===== src/rtl/mpf_pkg.sv =====
// Shared constants, types and helpers for the integer formatter.
// Used by the channel interfaces, the digit unit, the top level and the checker.
package mpf_pkg;

  localparam int CHAR_W       = 8;
  localparam int ARG_FIELD_W  = 32;
  localparam int ARG_WIDTH_DEF = 32;

  localparam logic [CHAR_W-1:0] CH_PCT   = 8'h25;
  localparam logic [CHAR_W-1:0] CH_MINUS = 8'h2d;
  localparam logic [CHAR_W-1:0] CH_C     = 8'h63;
  localparam logic [CHAR_W-1:0] CH_D     = 8'h64;
  localparam logic [CHAR_W-1:0] CH_O     = 8'h6f;
  localparam logic [CHAR_W-1:0] CH_U     = 8'h75;
  localparam logic [CHAR_W-1:0] CH_X     = 8'h78;
  localparam logic [CHAR_W-1:0] CH_ZERO  = 8'h30;
  localparam logic [CHAR_W-1:0] CH_A     = 8'h61;

  localparam logic [1:0] OP_HOLD   = 2'd0;
  localparam logic [1:0] OP_DABBLE = 2'd1;
  localparam logic [1:0] OP_SHIFT  = 2'd2;

  typedef struct packed {
    logic [3:0] top_digit;
    logic       top_zero;
  } mpf_stat_t;

  function automatic logic [CHAR_W-1:0] digit_char(input logic [3:0] d);
    logic [CHAR_W-1:0] c;
    if (d < 4'd10) begin
      c = CH_ZERO + {4'h0, d};
    end else begin
      c = CH_A + {4'h0, d} - 8'd10;
    end
    return c;
  endfunction

endpackage


===== src/rtl/mpf_if.sv =====
// Valid/ready channel interfaces for format input items and output characters.
// Depends on mpf_pkg for field widths.
interface mpf_in_if;
  import mpf_pkg::*;
  logic                   valid;
  logic                   ready;
  logic [CHAR_W-1:0]      fmt_char;
  logic [ARG_FIELD_W-1:0] arg_value;
  modport source (output valid, output fmt_char, output arg_value, input ready);
  modport sink (input valid, input fmt_char, input arg_value, output ready);
endinterface

interface mpf_out_if;
  import mpf_pkg::*;
  logic              valid;
  logic              ready;
  logic [CHAR_W-1:0] out_char;
  logic              last_char;
  modport source (output valid, output out_char, output last_char, input ready);
  modport sink (input valid, input out_char, input last_char, output ready);
endinterface


===== src/rtl/mpf_digit_unit.sv =====
// Shared digit unit: BCD shift-and-add-3 step, shift of the digit row by one digit, or hold.
// Depends on mpf_pkg for op codes and the status struct.
module mpf_digit_unit #(
  parameter int ARG_WIDTH = mpf_pkg::ARG_WIDTH_DEF,
  parameter int NDIG      = (ARG_WIDTH + 2) / 3
) (
  input  logic [1:0]           op,
  input  logic [NDIG*4-1:0]    dig,
  input  logic [ARG_WIDTH-1:0] val,
  output logic [NDIG*4-1:0]    dig_nxt,
  output logic [ARG_WIDTH-1:0] val_nxt,
  output mpf_pkg::mpf_stat_t   stat
);
  import mpf_pkg::*;

  logic [NDIG*4-1:0] adj;

  always_comb begin
    for (int i = 0; i < NDIG; i++) begin
      if (dig[i*4 +: 4] >= 4'd5) begin
        adj[i*4 +: 4] = dig[i*4 +: 4] + 4'd3;
      end else begin
        adj[i*4 +: 4] = dig[i*4 +: 4];
      end
    end
  end

  always_comb begin
    case (op)
      OP_DABBLE: begin
        dig_nxt = {adj[NDIG*4-2:0], val[ARG_WIDTH-1]};
        val_nxt = {val[ARG_WIDTH-2:0], 1'b0};
      end
      OP_SHIFT: begin
        dig_nxt = {dig[NDIG*4-5:0], 4'h0};
        val_nxt = val;
      end
      default: begin
        dig_nxt = dig;
        val_nxt = val;
      end
    endcase
  end

  assign stat.top_digit = dig[NDIG*4-1 -: 4];
  assign stat.top_zero  = (dig[NDIG*4-1 -: 4] == 4'h0);

endmodule


===== src/rtl/mini_printf_integer_formatter.sv =====
// Minimal printf integer formatter: sequencer, digit row and output register.
// Depends on mpf_pkg, mpf_in_if, mpf_out_if and mpf_digit_unit.
//
// Usage:
//   in_ch carries one format byte with its argument word per item; out_ch
//   carries output characters, last_char marking the final one of an item.
//   An item is taken only while the sequencer is idle. A plain byte or a
//   completed %c or %% passes through S_ONE, which puts its character in
//   the output register once the slot is free and returns to idle.
//   %d and %u run the shared shift-and-add-3 unit for every argument bit,
//   then strip leading zero digits one per cycle, then send the sign and
//   one digit per cycle while the output slot is free.
//   %o and %x load the digit row directly, then strip leading zero digits
//   and send the digits with no sign.
//   A '%' or an unknown conversion byte is absorbed without leaving idle.
//   An output register parts the two sides: the next item is taken while a
//   finished character waits; a stalled receiver holds out_ch steady and
//   the sequencer waits for the slot to free.
//   Reset clears the pending conversion flag, the sequencer and out valid.
module mini_printf_integer_formatter #(
  parameter int ARG_WIDTH = mpf_pkg::ARG_WIDTH_DEF
) (
  input  logic      clk,
  input  logic      rst_n,
  mpf_in_if.sink    in_ch,
  mpf_out_if.source out_ch
);
  import mpf_pkg::*;

  localparam int NDIG      = (ARG_WIDTH + 2) / 3;
  localparam int DIG_W     = NDIG * 4;
  localparam int OCT_W     = NDIG * 3;
  localparam int BIT_CNT_W = $clog2(ARG_WIDTH + 1);
  localparam int DIG_CNT_W = $clog2(NDIG + 1);

  localparam logic [2:0] S_IDLE = 3'd0;
  localparam logic [2:0] S_ONE  = 3'd1;
  localparam logic [2:0] S_DAB  = 3'd2;
  localparam logic [2:0] S_SKIP = 3'd3;
  localparam logic [2:0] S_SIGN = 3'd4;
  localparam logic [2:0] S_EMIT = 3'd5;

  logic [2:0]           state_r, state_nxt;
  logic                 pend_r, pend_nxt;
  logic                 neg_r, neg_nxt;
  logic [CHAR_W-1:0]    char_r, char_nxt;
  logic [ARG_WIDTH-1:0] val_r, val_nxt;
  logic [DIG_W-1:0]     dig_r, dig_nxt;
  logic [BIT_CNT_W-1:0] bit_cnt_r, bit_cnt_nxt;
  logic [DIG_CNT_W-1:0] dig_cnt_r, dig_cnt_nxt;
  logic                 out_valid_r, out_valid_nxt;
  logic [CHAR_W-1:0]    out_char_r, out_char_nxt;
  logic                 out_last_r, out_last_nxt;

  logic [ARG_WIDTH-1:0] arg_w;
  logic [OCT_W-1:0]     oct_pad;
  logic [DIG_W-1:0]     oct_dig;
  logic [DIG_W-1:0]     hex_dig;
  logic [1:0]           op;
  logic [DIG_W-1:0]     unit_dig;
  logic [ARG_WIDTH-1:0] unit_val;
  mpf_stat_t            stat;
  logic                 accept;
  logic                 slot_free;
  logic                 emit;
  logic [CHAR_W-1:0]    emit_char;
  logic                 emit_last;
  logic                 cnt_one;

  generate
    if (ARG_WIDTH <= ARG_FIELD_W) begin : g_arg_narrow
      assign arg_w = in_ch.arg_value[ARG_WIDTH-1:0];
    end else begin : g_arg_wide
      assign arg_w = {{(ARG_WIDTH-ARG_FIELD_W){1'b0}}, in_ch.arg_value};
    end
  endgenerate

  assign oct_pad = OCT_W'(arg_w);
  assign hex_dig = DIG_W'(arg_w);

  generate
    for (genvar i = 0; i < NDIG; i++) begin : g_oct
      assign oct_dig[i*4 +: 4] = {1'b0, oct_pad[i*3 +: 3]};
    end
  endgenerate

  mpf_digit_unit #(
    .ARG_WIDTH (ARG_WIDTH),
    .NDIG      (NDIG)
  ) u_unit (
    .op      (op),
    .dig     (dig_r),
    .val     (val_r),
    .dig_nxt (unit_dig),
    .val_nxt (unit_val),
    .stat    (stat)
  );

  assign in_ch.ready = (state_r == S_IDLE);
  assign accept      = in_ch.valid && in_ch.ready;
  assign slot_free   = !out_valid_r || out_ch.ready;
  assign cnt_one     = (dig_cnt_r == DIG_CNT_W'(1));

  always_comb begin
    state_nxt   = state_r;
    pend_nxt    = pend_r;
    neg_nxt     = neg_r;
    char_nxt    = char_r;
    val_nxt     = val_r;
    dig_nxt     = dig_r;
    bit_cnt_nxt = bit_cnt_r;
    dig_cnt_nxt = dig_cnt_r;
    op          = OP_HOLD;
    emit        = 1'b0;
    emit_char   = char_r;
    emit_last   = 1'b0;
    case (state_r)
      S_IDLE: begin
        if (accept) begin
          if (!pend_r) begin
            if (in_ch.fmt_char == CH_PCT) begin
              pend_nxt = 1'b1;
            end else begin
              char_nxt  = in_ch.fmt_char;
              state_nxt = S_ONE;
            end
          end else begin
            pend_nxt    = 1'b0;
            dig_cnt_nxt = DIG_CNT_W'(NDIG);
            bit_cnt_nxt = BIT_CNT_W'(ARG_WIDTH);
            neg_nxt     = 1'b0;
            case (in_ch.fmt_char)
              CH_C: begin
                char_nxt  = in_ch.arg_value[CHAR_W-1:0];
                state_nxt = S_ONE;
              end
              CH_PCT: begin
                char_nxt  = CH_PCT;
                state_nxt = S_ONE;
              end
              CH_D: begin
                neg_nxt   = arg_w[ARG_WIDTH-1];
                val_nxt   = arg_w[ARG_WIDTH-1] ? (~arg_w + 1'b1) : arg_w;
                dig_nxt   = '0;
                state_nxt = S_DAB;
              end
              CH_U: begin
                val_nxt   = arg_w;
                dig_nxt   = '0;
                state_nxt = S_DAB;
              end
              CH_O: begin
                dig_nxt   = oct_dig;
                state_nxt = S_SKIP;
              end
              CH_X: begin
                dig_nxt   = hex_dig;
                state_nxt = S_SKIP;
              end
              default: begin
                state_nxt = S_IDLE;
              end
            endcase
          end
        end
      end
      S_ONE: begin
        if (slot_free) begin
          emit      = 1'b1;
          emit_char = char_r;
          emit_last = 1'b1;
          state_nxt = S_IDLE;
        end
      end
      S_DAB: begin
        op          = OP_DABBLE;
        dig_nxt     = unit_dig;
        val_nxt     = unit_val;
        bit_cnt_nxt = bit_cnt_r - BIT_CNT_W'(1);
        if (bit_cnt_r == BIT_CNT_W'(1)) begin
          state_nxt = S_SKIP;
        end
      end
      S_SKIP: begin
        if (stat.top_zero && !cnt_one) begin
          op          = OP_SHIFT;
          dig_nxt     = unit_dig;
          dig_cnt_nxt = dig_cnt_r - DIG_CNT_W'(1);
        end else begin
          state_nxt = neg_r ? S_SIGN : S_EMIT;
        end
      end
      S_SIGN: begin
        if (slot_free) begin
          emit      = 1'b1;
          emit_char = CH_MINUS;
          state_nxt = S_EMIT;
        end
      end
      S_EMIT: begin
        if (slot_free) begin
          emit        = 1'b1;
          emit_char   = digit_char(stat.top_digit);
          emit_last   = cnt_one;
          op          = OP_SHIFT;
          dig_nxt     = unit_dig;
          dig_cnt_nxt = dig_cnt_r - DIG_CNT_W'(1);
          if (cnt_one) begin
            state_nxt = S_IDLE;
          end
        end
      end
      default: begin
        state_nxt = S_IDLE;
      end
    endcase
  end

  always_comb begin
    out_valid_nxt = out_valid_r;
    out_char_nxt  = out_char_r;
    out_last_nxt  = out_last_r;
    if (emit) begin
      out_valid_nxt = 1'b1;
      out_char_nxt  = emit_char;
      out_last_nxt  = emit_last;
    end else if (out_ch.ready) begin
      out_valid_nxt = 1'b0;
    end
  end

  always_ff @(posedge clk) begin
    if (!rst_n) begin
      state_r     <= S_IDLE;
      pend_r      <= 1'b0;
      out_valid_r <= 1'b0;
    end else begin
      state_r     <= state_nxt;
      pend_r      <= pend_nxt;
      out_valid_r <= out_valid_nxt;
    end
  end

  always_ff @(posedge clk) begin
    neg_r      <= neg_nxt;
    char_r     <= char_nxt;
    val_r      <= val_nxt;
    dig_r      <= dig_nxt;
    bit_cnt_r  <= bit_cnt_nxt;
    dig_cnt_r  <= dig_cnt_nxt;
    out_char_r <= out_char_nxt;
    out_last_r <= out_last_nxt;
  end

  assign out_ch.valid     = out_valid_r;
  assign out_ch.out_char  = out_char_r;
  assign out_ch.last_char = out_last_r;

endmodule


===== src/flat_wrapper.sv =====
// flat-port wrapper written by rule: the top's interface ports become plain ports
module mini_printf_integer_formatter_flat import mpf_pkg::*;
#(
  parameter int ARG_WIDTH = mpf_pkg::ARG_WIDTH_DEF
)
  (clk, rst_n, in_ch_valid, in_ch_fmt_char, in_ch_arg_value, in_ch_ready, out_ch_valid, out_ch_out_char, out_ch_last_char, out_ch_ready);
  mpf_in_if in_ch_i ();
  mpf_out_if out_ch_i ();
  input  logic clk;
  input  logic rst_n;
  input wire logic [$bits(in_ch_i.valid)-1:0] in_ch_valid;
  input wire logic [$bits(in_ch_i.fmt_char)-1:0] in_ch_fmt_char;
  input wire logic [$bits(in_ch_i.arg_value)-1:0] in_ch_arg_value;
  output wire logic [$bits(in_ch_i.ready)-1:0] in_ch_ready;
  output wire logic [$bits(out_ch_i.valid)-1:0] out_ch_valid;
  output wire logic [$bits(out_ch_i.out_char)-1:0] out_ch_out_char;
  output wire logic [$bits(out_ch_i.last_char)-1:0] out_ch_last_char;
  input wire logic [$bits(out_ch_i.ready)-1:0] out_ch_ready;
  assign in_ch_i.valid = in_ch_valid;
  assign in_ch_i.fmt_char = in_ch_fmt_char;
  assign in_ch_i.arg_value = in_ch_arg_value;
  assign in_ch_ready = in_ch_i.ready;
  assign out_ch_valid = out_ch_i.valid;
  assign out_ch_out_char = out_ch_i.out_char;
  assign out_ch_last_char = out_ch_i.last_char;
  assign out_ch_i.ready = out_ch_ready;
  mini_printf_integer_formatter #(.ARG_WIDTH(ARG_WIDTH)) u_core (.clk(clk), .rst_n(rst_n), .in_ch(in_ch_i), .out_ch(out_ch_i));
endmodule

===== config.mk =====
export PLATFORM = sky130hd
export DESIGN_NAME = mini_printf_integer_formatter_flat
export DESIGN_NICKNAME = d
export VERILOG_FILES = /design/src/rtl/mpf_pkg.sv /design/src/rtl/mpf_if.sv /design/src/rtl/mpf_digit_unit.sv /design/src/rtl/mini_printf_integer_formatter.sv /design/src/flat_wrapper.sv
export SDC_FILE = /design/constraint.sdc
export NUM_CORES = 1
export LEC_CHECK = 0
export ABC_AREA = 0
export BUFFER_PORTS_ARGS = -buffer_cell sky130_fd_sc_hd__buf_2
export CORE_UTILIZATION = 60
export DETAILED_ROUTE_END_ITERATION = 16
export GPL_ROUTABILITY_DRIVEN = 0
export GPL_TIMING_DRIVEN = 0
export PLACE_DENSITY = 0.82
export SKIP_CTS_REPAIR_TIMING = 1
export SYNTH_ARGS = -nofsm -noshare
export SYNTH_HDL_FRONTEND = slang
export SYNTH_SLANG_ARGS = --single-unit

===== constraint.sdc =====
create_clock -name clk -period 4 [get_ports clk]
set_clock_uncertainty 0.1 [all_clocks]
set_input_delay 0.2 -clock clk [delete_from_list [all_inputs] [get_ports clk]]
set_output_delay 0.2 -clock clk [all_outputs]
set_load 0.01 [all_outputs]

**Yosys cells after proc, flatten, opt, wreduce, memory -nomap -nowiden**

Index checks and enable logic that the tools add are counted.

- Add/sub/neg operators: 17
- Magnitude comparators: 12
- Equality and inequality tests: 30
- Multiplexer cells: 62
- Bitwise logic cells: 1
- Reductions and logical operators: 23

Operators with widths:

| operator | number |
|---|---|
| 44-bit 2-to-1 mux | 4 |
| 44-bit case mux with 4 select lines | 1 |
| 44-bit case mux with 3 select lines | 1 |
| 32-bit 2-to-1 mux | 4 |
| 32-bit case mux with 2 select lines | 2 |
| 44-bit case mux with 2 select lines | 1 |
| 4-bit 2-to-1 mux | 14 |
| 4-bit by 3-bit >= comparator with 1-bit output, second input constant | 11 |
| 4-bit by 2-bit adder with 4-bit output, second input constant | 10 |
| 8-bit by 7-bit equality test with 1-bit output, second input constant | 5 |
| 8-bit 2-to-1 mux | 5 |
| 32-bit by 1-bit adder with 32-bit output, second input constant | 1 |
| 32-bit NOT | 1 |
| 8-bit case mux with 2 select lines | 2 |
| 3-bit 2-to-1 mux | 10 |
| 3-bit case mux with 6 select lines | 1 |
| 2-bit by 1-bit inequality test with 1-bit output, second input constant | 7 |
| 6-bit 2-to-1 mux | 2 |
| 2-bit case mux with 3 select lines | 2 |
| 4-bit case mux with 3 select lines | 1 |
| 6-bit case mux with 2 select lines | 1 |
| 5-bit AND reduction | 2 |
| 3-bit inequality test, second input constant | 3 |
| 7-bit by 4-bit adder with 8-bit output, first input constant | 1 |
| 34 further kinds | 53 |

- Register bits: 109
- Output and inout bits: 11
- Word-level logic and storage cells: 156

**Longest topological paths before layout**

Gate-level depths: netlist (run 1).

- Depth in word-level cells: 9
- Gate-level depth with buffers: 10
- Depth with buffers taken out: 8

**By module**

Synthesis (run 1) repeated with hierarchy kept, for this count alone.

- Cells, all modules: 888
- Area total of the unflattened synthesis: 8,276.7 um^2

By module, submodules not included:

| module | times used | cells each | area each (um^2) | sequential area each (um^2) |
|---|---|---|---|---|
| mini_printf_integer_formatter | 1 | 552 | 5,896.9 | 3,223.1 |
| mpf_digit_unit | 1 | 336 | 2,379.8 | 0.0 |

**Worst setup path after synthesis (run 1)**

No wires, ideal clock.

- Kind: register -> register
- Start point: register u_core.dig_cnt_r[1]
- End point: register u_core.dig_r[0] (enable)
- Library setup time: 0.670 ns
- Arrival time: 2.390 ns
- Required time: 3.230 ns
- Setup slack: 0.840 ns
- Stages on the path, launching flop included: 8
- Cell sequence: edfxtp_1 inv_1 ha_1 or3b_1 and3_1 nand2b_1 nand2_1 nand3_1

- Longest elaborated chain between the ends: 5

RTL lines:

| what | line | RTL |
|---|---|---|
| start, declared | mini_printf_integer_formatter.sv:50 | `logic [DIG_CNT_W-1:0] dig_cnt_r, dig_cnt_nxt;` |
| start signal, assigned | mini_printf_integer_formatter.sv:250 | `dig_cnt_r <= dig_cnt_nxt;` |
| 4-bit by 1-bit equality test with 1-bit output | mini_printf_integer_formatter.sv:102 | `assign cnt_one = (dig_cnt_r == DIG_CNT_W'(1));` |
| 1-bit logical NOT | mini_printf_integer_formatter.sv:185 | `if (stat.top_zero && !cnt_one) begin` |
| 1-bit logical AND | mini_printf_integer_formatter.sv:185 |  |
| 2-bit by 1-bit inequality test with 1-bit output (no line) | n/a |  |
| 6-bit AND reduction (no line) | n/a |  |
| end signal, assigned | mini_printf_integer_formatter.sv:248 | `dig_r <= dig_nxt;` |
| end, declared | mini_printf_integer_formatter.sv:48 | `logic [DIG_W-1:0] dig_r, dig_nxt;` |

No other way between the ends.
A chain may end at the register's enable or synchronous reset.

**Worst setup path in the final report (run 1)**

- Start point: register u_core.state_r[2]
- End point: register u_core.val_r[18] (enable)

- Longest elaborated chain between the ends: 5

RTL lines:

| what | line | RTL |
|---|---|---|
| start, declared | mini_printf_integer_formatter.sv:43 | `logic [2:0] state_r, state_nxt;` |
| start signal, assigned | mini_printf_integer_formatter.sv:238 | `state_r <= state_nxt;` |
| 3-bit equality test / 3-bit by 2-bit equality test with 1-bit output (equally long branches) | mini_printf_integer_formatter.sv:117 | `case (state_r)` |
| 2-bit case mux with 3 select lines | mini_printf_integer_formatter.sv:117 |  |
| 2-bit by 1-bit equality test with 1-bit output | mpf_digit_unit.sv:29 | `case (op)` |
| 2-bit inequality test (no line) | n/a |  |
| 5-bit AND reduction (no line) (*) | n/a |  |
| end signal, assigned | mini_printf_integer_formatter.sv:247 | `val_r <= val_nxt;` |
| end, declared | mini_printf_integer_formatter.sv:47 | `logic [ARG_WIDTH-1:0] val_r, val_nxt;` |

Mark *: on every way between the ends. The rest lies on a longest branch, timed or not.

==> results.toml, run 1 <==
[place]
dpl.hpwl_um = 13900
port_buffers = 49
place_inst = 964

[critical_path]
crit_path_end_kind = "flop"
worstPathArrival_ns = 3.03
cp_top_family = "compound AO/OA/AOI/OAI gates"
path_cells = "clkbuf_1 -> nor2_1 -> a21boi_0 -> o31a_2"
r2r_cells = 4
start_kind = "flop"
critPathSlowestCell = "a21boi_0"
critical_path_peak_fanout = 32
r2r_setup_slack_ns = 0.86
rr_startpoint = "u_core.state_r[2]"
max_stage_delay_ns = 0.86
cp_data_required_time_ns = 3.89
critPathKind = "reg2reg"
regToRegEndpoint = "u_core.val_r[18]"
worst-path-buf-inv = 1

[global_routing]
grt_pass1_wl_um = 30880
grt_overflow_total = 0
grt_pass1_vias = 6312
grt_max_degree = 34
antenna_found_initial = 0
grtUsageTotal = 0.3158

[synth]
syn_avg_cell_area_um2 = 9.338
synth_edf_count = 104
synth_top_area_cell = "edfxtp_1"
synth_top_family_by_area = "compound AO/OA/AOI/OAI gates"
synthSimpleGateAreaFrac = 0.1893
ys_seq_area_frac = 0.4477
yosysWarnings = 0
synthFlopType = "edfxtp_1"
synthArstFlopShare = 0
synth_compound_area_frac = 0.2165
synth_cell_types = 60
yosys-top-cells-area = "edfxtp_1 43%, ha_1 4.9%, a21oi_1 4.4%"
synth_nets = 843
syn-instance-count = 771
synth_mux_area_frac = 0
syn_area_um2 = 7199
yosys.area.top_type_share = 0.4338
synthAdderAreaFrac = 0.04866
synth_seq_cells = 109
yosys.area_share.xor_xnor = 0.05474

[run]
cap_violations = 0

[clock_network]
clkSinkCount = 109
htreeDepth = 3
clk_pin_slew_ns = 0.08
clk_root_buffer_cell = "clkbuf_16"
clock_latency_ns = 0.36
cts_tree = "yes"
cts_inserted_buffers = 9
cts.path.max_buffers = 2

[finish]
multiInputGateArea_um2 = 3672
final_nets = 904
sequential_cell_area_um2 = 3223
fin_cells = 980
final_common_cell = "edfxtp_1"
drive_above_1_share = 0.1051
filler_cell_count = 867
layout_common_cells = "104 x edfxtp_1, 79 x nand2_1, 65 x nor2_1"
diodes = 0
syn2layout_area_growth_pct = 10.29

[drt]
drtIter0Drc = 818
drc = 0
drt-total-wl_um = 19230
ant_nets = 0
wl_per_cell_um = 19.62
dr.pass1.iters = 6
vias = 6481
post_drt_via_cell_ratio = 6.613

[run_status]
outcome = "completed"

[timing]
period_share = 0.7860
slew_headroom = 0.1867
slew_viol_final = 0
setup_viol = 0
rsz0062_at_grt = "false"
final_hold_viol_count = 0
worst_slew_pin_slew_ns = 1.211
max_freq_mhz = 318.1
tns_ns = 0
fin_crit_ns = 3.144

[pwr]
vdd.ir_drop.worst_mv = 0.2616
leakage_nw = 2.882
power_density_nw_per_um2 = 299.1
total_power_mw = 2.375

[hold_path]
hold-path-cell-count = 2
hold_start = "rst_n"
hold_path.class = "in2reg"
min_to = "u_core.out_ch.valid"

[floorplanning]
rows = 39
core_area_um2 = 11560
die-area_um2 = 12440
die_h_um = 111.5
initial_core_util = 0.6225
fp.dieW_um = 111.5
ios = 55
area by class of cell:
cell class	count	share of cell area
buffer	43	0.02112
clock buffer	13	0.03404
clock inverter	3	0.002521
inverter	38	0.01796
multi-input combinational	581	0.4625
sequential	109	0.4059
tap	143	0.02253
timing repair buffer	50	0.03341
per-layer routing:
layer	up-vias	global-route usage	wire, µm
li1	2971	-	-
met1	3020	0.4197	7419
met2	418	0.5113	9104
met3	72	0.04028	2018
met4	0	0.1613	689
met5	-	0	0
cell usage after synthesis, types with 15 or more instances:
cell type / n
nor3b_1: 15
o21ai_1: 17
edfxtp_1: 104
nor3_1: 25
o21ai_0: 62
xnor2_1: 31
ha_1: 28
clkbuf_1: 34
nor2_1: 65
inv_1: 38
nand2b_1: 20
a22oi_1: 33
a21oi_1: 63
nand2_1: 79
worst max path at each step:
stage / from / endpoint / slack (ns) / depth (start not counted)
after floorplan: u_core.dig_cnt_r[1] / u_core.dig_r[0] / 0.84 / 7
after global placement: u_core.dig_cnt_r[1] / u_core.dig_r[17] / 0.09 / 7
after detailed placement: u_core.state_r[2] / u_core.val_r[13] / 0.84 / 4
after CTS: u_core.state_r[2] / u_core.val_r[25] / 0.83 / 4
after global routing: u_core.state_r[2] / u_core.val_r[29] / 0.69 / 4
final: u_core.state_r[2] / u_core.val_r[18] / 0.86 / 4
per-stage QoR:
stage / instance area, µm² / setup slack, ns / utilization / hold slack, ns
3_5_place_dp: 7650 / 0.8423 / 0.6615 / 0.4111
4_1_cts: 7940 / 0.8300 / 0.6866 / 0.04419
3_3_place_gp: 7624 / 0.09486 / 0.6592 / 0.3877
2_1_floorplan: 7199 / 0.8400 / - / 0.2175
6_report: 7940 / 0.8558 / 0.6866 / 0.05854
5_1_grt: 7940 / 0.6868 / 0.6866 / 0.06490
kinds of logic (layout without fill, tap and decap cells):
logic type	count (synthesis)	count (layout)
fa+ha+maj	28	28
buf+inv	81	147
compound gates	245	245
flops	109	109
xor+xnor	45	45
simple gates	263	263
registers in the layout, summed over array words and instances, names as in the netlist:
name                     flops
u_core.dig_cnt_r             4
u_core.pend_r                1
u_core.state_r               3
u_core.neg_r                 1
u_core.bit_cnt_r             6
u_core.out_ch.valid          1
u_core.val_r                32
u_core.out_ch.last_char      1
u_core.dig_r                44
u_core.char_r                8
u_core.out_ch.out_char       8
power by group:
part,internal [mW],switching (mW)
Clock,0.474,0.420
Combinational,0.0762,0.141
Sequential,1.26,0.00391
Total,1.81,0.565
(Power assumes the default switching activity.)
==> inputs of run 2 (changes only) <==
ABC_AREA = 1   (was 0)
CORE_UTILIZATION = 56   (was 60)
PLACE_DENSITY = 0.8   (was 0.82)
clock period = 2.7 ns   (was 4 ns; I/O delays follow)
==> run 2 against run 1 <==
  * Worst hold slack lost 0.035 ns
  * Count of clock-buffer cells in the layout is 2 lower
  * Sequential share of layout area shrank 1.9 points
  * Wire length rose by 2.6%
  * Clock power rose by 43%
  * Sequential power up 56%
  * Critical path type unchanged
  * Largest power group unchanged
==> results.toml, run 2 <==
[finish]
drive_above_1_share = 0.1507
final_util = 0.6496
filler_cell_count = 1100
final_common_cell = "nand2_1"
top_register = "u_core.dig_r"
largest_register_ffs = 44
layout_common_cells = "200 x nand2_1, 123 x inv_1, 104 x edfxtp_1"
final_nets = 1056
diodes = 0
final_area_um2 = 8330
top_regs = "u_core.dig_r x44, u_core.val_r x32"
syn2layout_area_growth_pct = 11.47

[critical_path]
rr_startpoint = "u_core.dig_cnt_r[0]"
start_kind = "flop"
cp_data_required_time_ns = 2.66
critical_path_peak_fanout = 30
r2r_setup_slack_ns = 0.21
regToRegEndpoint = "u_core.dig_r[17]"
worstPathArrival_ns = 2.45
crit_path_end_kind = "flop"
critPathKind = "reg2reg"
r2r_cells = 7

[synth]
synth_edf_count = 104
ys_seq_area_frac = 0.4313
synth_nets = 983
synthFlopType = "edfxtp_1"
yosys.area.top_type_share = 0.4179
synth_seq_cells = 109
syn_avg_cell_area_um2 = 8.204
yosysWarnings = 0
synth_cell_types = 49
synthArstFlopShare = 0
syn_area_um2 = 7473
syn-instance-count = 911
synth_commonest_cells = "200 x nand2_1, 124 x inv_1, 104 x edfxtp_1"
synth_top_area_cell = "edfxtp_1"
yosys-top-cells-area = "edfxtp_1 42%, nand2_1 10%, inv_1 6.2%"
yosysMostFrequentCell = "nand2_1"

[timing]
slew_viol_final = 0
rsz0062_at_grt = "false"
max_freq_mhz = 401.4
slew_headroom = 0.5283
period_share = 0.9228
setup_viol = 0
worst_slew_pin_slew_ns = 0.7049
final_hold_viol_count = 0
tns_ns = 0
fin_crit_ns = 2.491
final.setup.worst_slack_ns = 0.2085

[drt]
post_drt_via_cell_ratio = 5.837
wl_per_cell_um = 16.99
drtIter0Drc = 678
ant_nets = 0
dr.pass1.iters = 5
vias = 6777
drc = 0
drt-total-wl_um = 19730

[pwr]
power_density_nw_per_um2 = 450.1
switchingPower_mw = 1.007
vdd.ir_drop.worst_mv = 0.2384
sequentialPowerShare = 0.523
sw_frac_of_total = 0.2685
combPwrFrac = 0.137
total_power_mw = 3.750
p_int_mw = 2.743
leakage_nw = 3.652
clockPowerShare = 0.340

[clock_network]
htreeDepth = 3
cts_inserted_buffers = 9
cts_tree = "yes"
clkSinkCount = 109
clk_root_buffer_cell = "clkbuf_16"
cts.path.max_buffers = 2
clock_latency_ns = 0.36
clk_pin_slew_ns = 0.07

[place]
dpl.hpwl_um = 14720
port_buffers = 54
dpl_cell_area_um2 = 7970
place_worst_setup_slack_ns = -0.5789

[floorplanning]
core_area_um2 = 12820
die_h_um = 117.5
initial_core_util = 0.5827
die-area_um2 = 13810
ios = 55
fp.dieW_um = 117.5
rows = 41

[global_routing]
grt_pass1_vias = 6443
grtUsageTotal = 0.2934
grt_overflow_total = 0
grt_pass1_wl_um = 31700
grt_max_degree = 45
antenna_found_initial = 0

[hold_path]
hold-path-cell-count = 3
min_to = "u_core.pend_r"
hold_path.class = "in2reg"
hold_start = "in_ch_valid"

[run_status]
outcome = "completed"

[run]
cap_violations = 0
run 2: final cells by class:
cell class | count | area [µm²] | area share
plain buffers | 24 | 162.7 | 0.01953
clock buffers | 11 | 242.7 | 0.02914
clock inverters | 5 | 27.53 | 0.003304
inverters | 133 | 503.0 | 0.06038
multi-input cells | 645 | 3611 | 0.4335
flip-flops and latches | 109 | 3223 | 0.3869
well taps | 172 | 215.2 | 0.02583
repair buffers | 61 | 337.8 | 0.04055
repair inverters | 1 | 7.507 | 0.0009012
run 2: power by group through the flow:
stage	clock (mW)	combinational [mW]	sequential, mW
2_1_floorplan	0	0.308	2.00
3_3_place_gp	0	0.474	2.00
4_1_cts	1.28	0.491	1.96
5_1_grt	1.37	0.570	1.97
6_report	1.28	0.513	1.96
3_5_place_dp	0	0.486	2.00
run 2: cells by family (layout without fill, tap and decap cells):
group | after synthesis | count (layout) | share of synthesized area
buffers and inverters | 157 | 235 | 0.08856
multiplexers | 1 | 1 | 0.001339
XOR/XNOR | 29 | 29 | 0.03399
AND/OR/NAND/NOR | 391 | 391 | 0.2344
AO/OA/AOI/OAI | 196 | 196 | 0.1636
flip-flops | 109 | 109 | 0.4313
adder cells (fa/ha/maj) | 28 | 28 | 0.04688
run 2: critical path, stage by stage, from the launching register on:
cell      delay [ns]
edfxtp_1        0.43
ha_1            0.22
nand3_1         0.18
nand3_1         0.16
a211oi_1        0.30
o21ai_0         0.21
a21oi_4         0.31
buf_12          0.25
run 2: worst max path at each step:
stage                             start  slack, ns          endpoint
floorplan             u_core.state_r[1]       0.01   u_core.val_r[0]
global placement      u_core.state_r[2]      -0.58  u_core.val_r[25]
detailed placement    u_core.state_r[2]      -0.58  u_core.val_r[22]
CTS                   u_core.state_r[2]      -0.67  u_core.val_r[17]
global route        u_core.dig_cnt_r[0]      0.005  u_core.dig_r[39]
finish              u_core.dig_cnt_r[0]       0.21  u_core.dig_r[17]
run 2: per-layer routing:
metal | vias up | global-route usage | share of wire
li1 | 3248 | - | -
met4 | 0 | 0.1506 | 0.042
met5 | - | 0 | 0
met3 | 62 | 0.04942 | 0.089
met2 | 346 | 0.4682 | 0.45
met1 | 3121 | 0.3853 | 0.41
run 2: metrics by stage:
step | hold WS, ns | cells
after CTS | -0.06108 | 1153
after floorplan | 0.1768 | 911
after global routing | 0.02527 | 1161
after detailed placement | 0.3143 | 1137
final | 0.02355 | 1161
after global placement | 0.3077 | 1137
==> inputs of run 3 (changes only) <==
PLACE_DENSITY = 0.81   (was 0.8)
SLEW_MARGIN = 20   (was unset)
==> run 3 against run 2 <==
  * Final area hardly changed
  * Combinational power hardly changed
  * Global-route usage is 1.3 points lower
  * Sequential cell count stayed put
  * Highest routed layer unchanged
==> results.toml, run 3 (synthesis gave the netlist of run 2 again) <==
[run_status]
outcome = "completed"

[clock_network]
cts.path.max_buffers = 2
clock_latency_ns = 0.37
clk_pin_slew_ns = 0.07
cts_tree = "yes"
clk_root_buffer_cell = "clkbuf_16"
htreeDepth = 3
clkSinkCount = 109
cts_inserted_buffers = 9

[global_routing]
use_met2 = 0.4412
grt_overflow_total = 0
met3_usage = 0.06056
grt_use_met1 = 0.3685
grt_max_degree = 33
grt_pass1_wl_um = 30420
antenna_found_initial = 0
grt_pass1_vias = 6224
grtUsageTotal = 0.2800
top_usage_layer = "met2"

[finish]
top_register = "u_core.dig_r"
final_nets = 1054
drive_above_1_share = 0.1489
final_common_cell = "nand2_1"
top_regs = "u_core.dig_r x44, u_core.val_r x32"
final_util = 0.6492
diodes = 0
largest_register_ffs = 44
layout_common_cells = "200 x nand2_1, 123 x inv_1, 104 x edfxtp_1"
syn2layout_area_growth_pct = 11.40

[floorplanning]
rows = 41
fp.dieW_um = 117.5
initial_core_util = 0.5827
die-area_um2 = 13810
die_h_um = 117.5
core_area_um2 = 12820
ios = 55

[critical_path]
rr_startpoint = "u_core.state_r[2]"
start_kind = "flop"
critical_path_peak_fanout = 19
r2r_setup_slack_ns = 0.15
crit_path_end_kind = "flop"
crit_path_start = "u_core.state_r[2]"
endpoint = "u_core.dig_r[25]"
worstPathArrival_ns = 2.52
regToRegEndpoint = "u_core.dig_r[25]"
r2r_cells = 10
critPathKind = "reg2reg"
cp_data_required_time_ns = 2.67

[timing]
max_freq_mhz = 391.9
fin_crit_ns = 2.552
slew_headroom = 0.5544
period_share = 0.9451
final.setup.worst_slack_ns = 0.1482
final_hold_viol_count = 0
worst_slew_pin_slew_ns = 0.6659
setup_viol = 0
rsz0062_at_grt = "false"
slew_viol_final = 0
tns_ns = 0

[drt]
drt-total-wl_um = 18910
vias = 6687
wl_per_cell_um = 16.31
dr.pass1.iters = 6
post_drt_via_cell_ratio = 5.770
drtIter0Drc = 725
ant_nets = 0
drc = 0

[pwr]
leakage_nw = 3.647
power_density_nw_per_um2 = 448.8
vdd.ir_drop.worst_mv = 0.3916

[hold_path]
hold_start = "in_ch_arg_value[25]"
hold_path.class = "in2reg"

[place]
place_worst_setup_slack_ns = -0.6656
port_buffers = 54
dpl.hpwl_um = 14450

[run]
cap_violations = 0
[run 3: worst min path at each step]
stage | to | depth (start not counted)
after floorplan | u_core.state_r[1] | 2
after global placement | u_core.state_r[1] | 3
after detailed placement | u_core.state_r[1] | 3
after CTS | u_core.state_r[1] | 3
after global routing | u_core.dig_r[13] | 3
final | u_core.dig_r[25] | 3
[run 3: area by class of cell]
class	count	area [µm²]
Multi-Input combinational cell	645	3605
Timing Repair Buffer	60	345.3
Clock inverter	6	45.04
Clock buffer	10	229.0
Buffer	24	162.7
Inverter	133	500.5
Tap cell	172	215.2
Fill cell	1061	4499
Sequential cell	109	3223
[run 3: metrics by stage]
stage	cells	instance area, µm²	total power, mW	hold slack (ns)
after floorplan	911	7485	2.306	0.1768
final	1159	8325	3.737	0.01638
after global routing	1159	8325	3.880	0.03956
after global placement	1137	7970	2.471	0.3013
after detailed placement	1139	8013	2.491	0.3105
after CTS	1155	8287	3.733	-0.06908
[run 3: layer usage]
| layer | up-vias | part of all wire |
|---|---|---|
| met2 | 345 | 0.45 |
| met1 | 3046 | 0.42 |
| li1 | 3241 | - |
| met4 | 0 | 0.041 |
| met5 | - | 0 |
| met3 | 55 | 0.091 |
[run 3: power breakdown]
part / switching [mW] / internal, mW
registers: 0.0326 / 1.93
logic: 0.341 / 0.169
clock network: 0.635 / 0.632
total: 1.01 / 2.73
[run 3: worst max-delay path, stage by stage (launching register included)]
cell      delay, ns
dfxtp_1        0.43
nor2_1         0.14
nand2_1        0.19
inv_2          0.09
nand2_1        0.09
nand2_1        0.07
a211oi_1       0.28
o21ai_0        0.22
a21oi_4        0.25
buf_16         0.20
buf_8          0.18
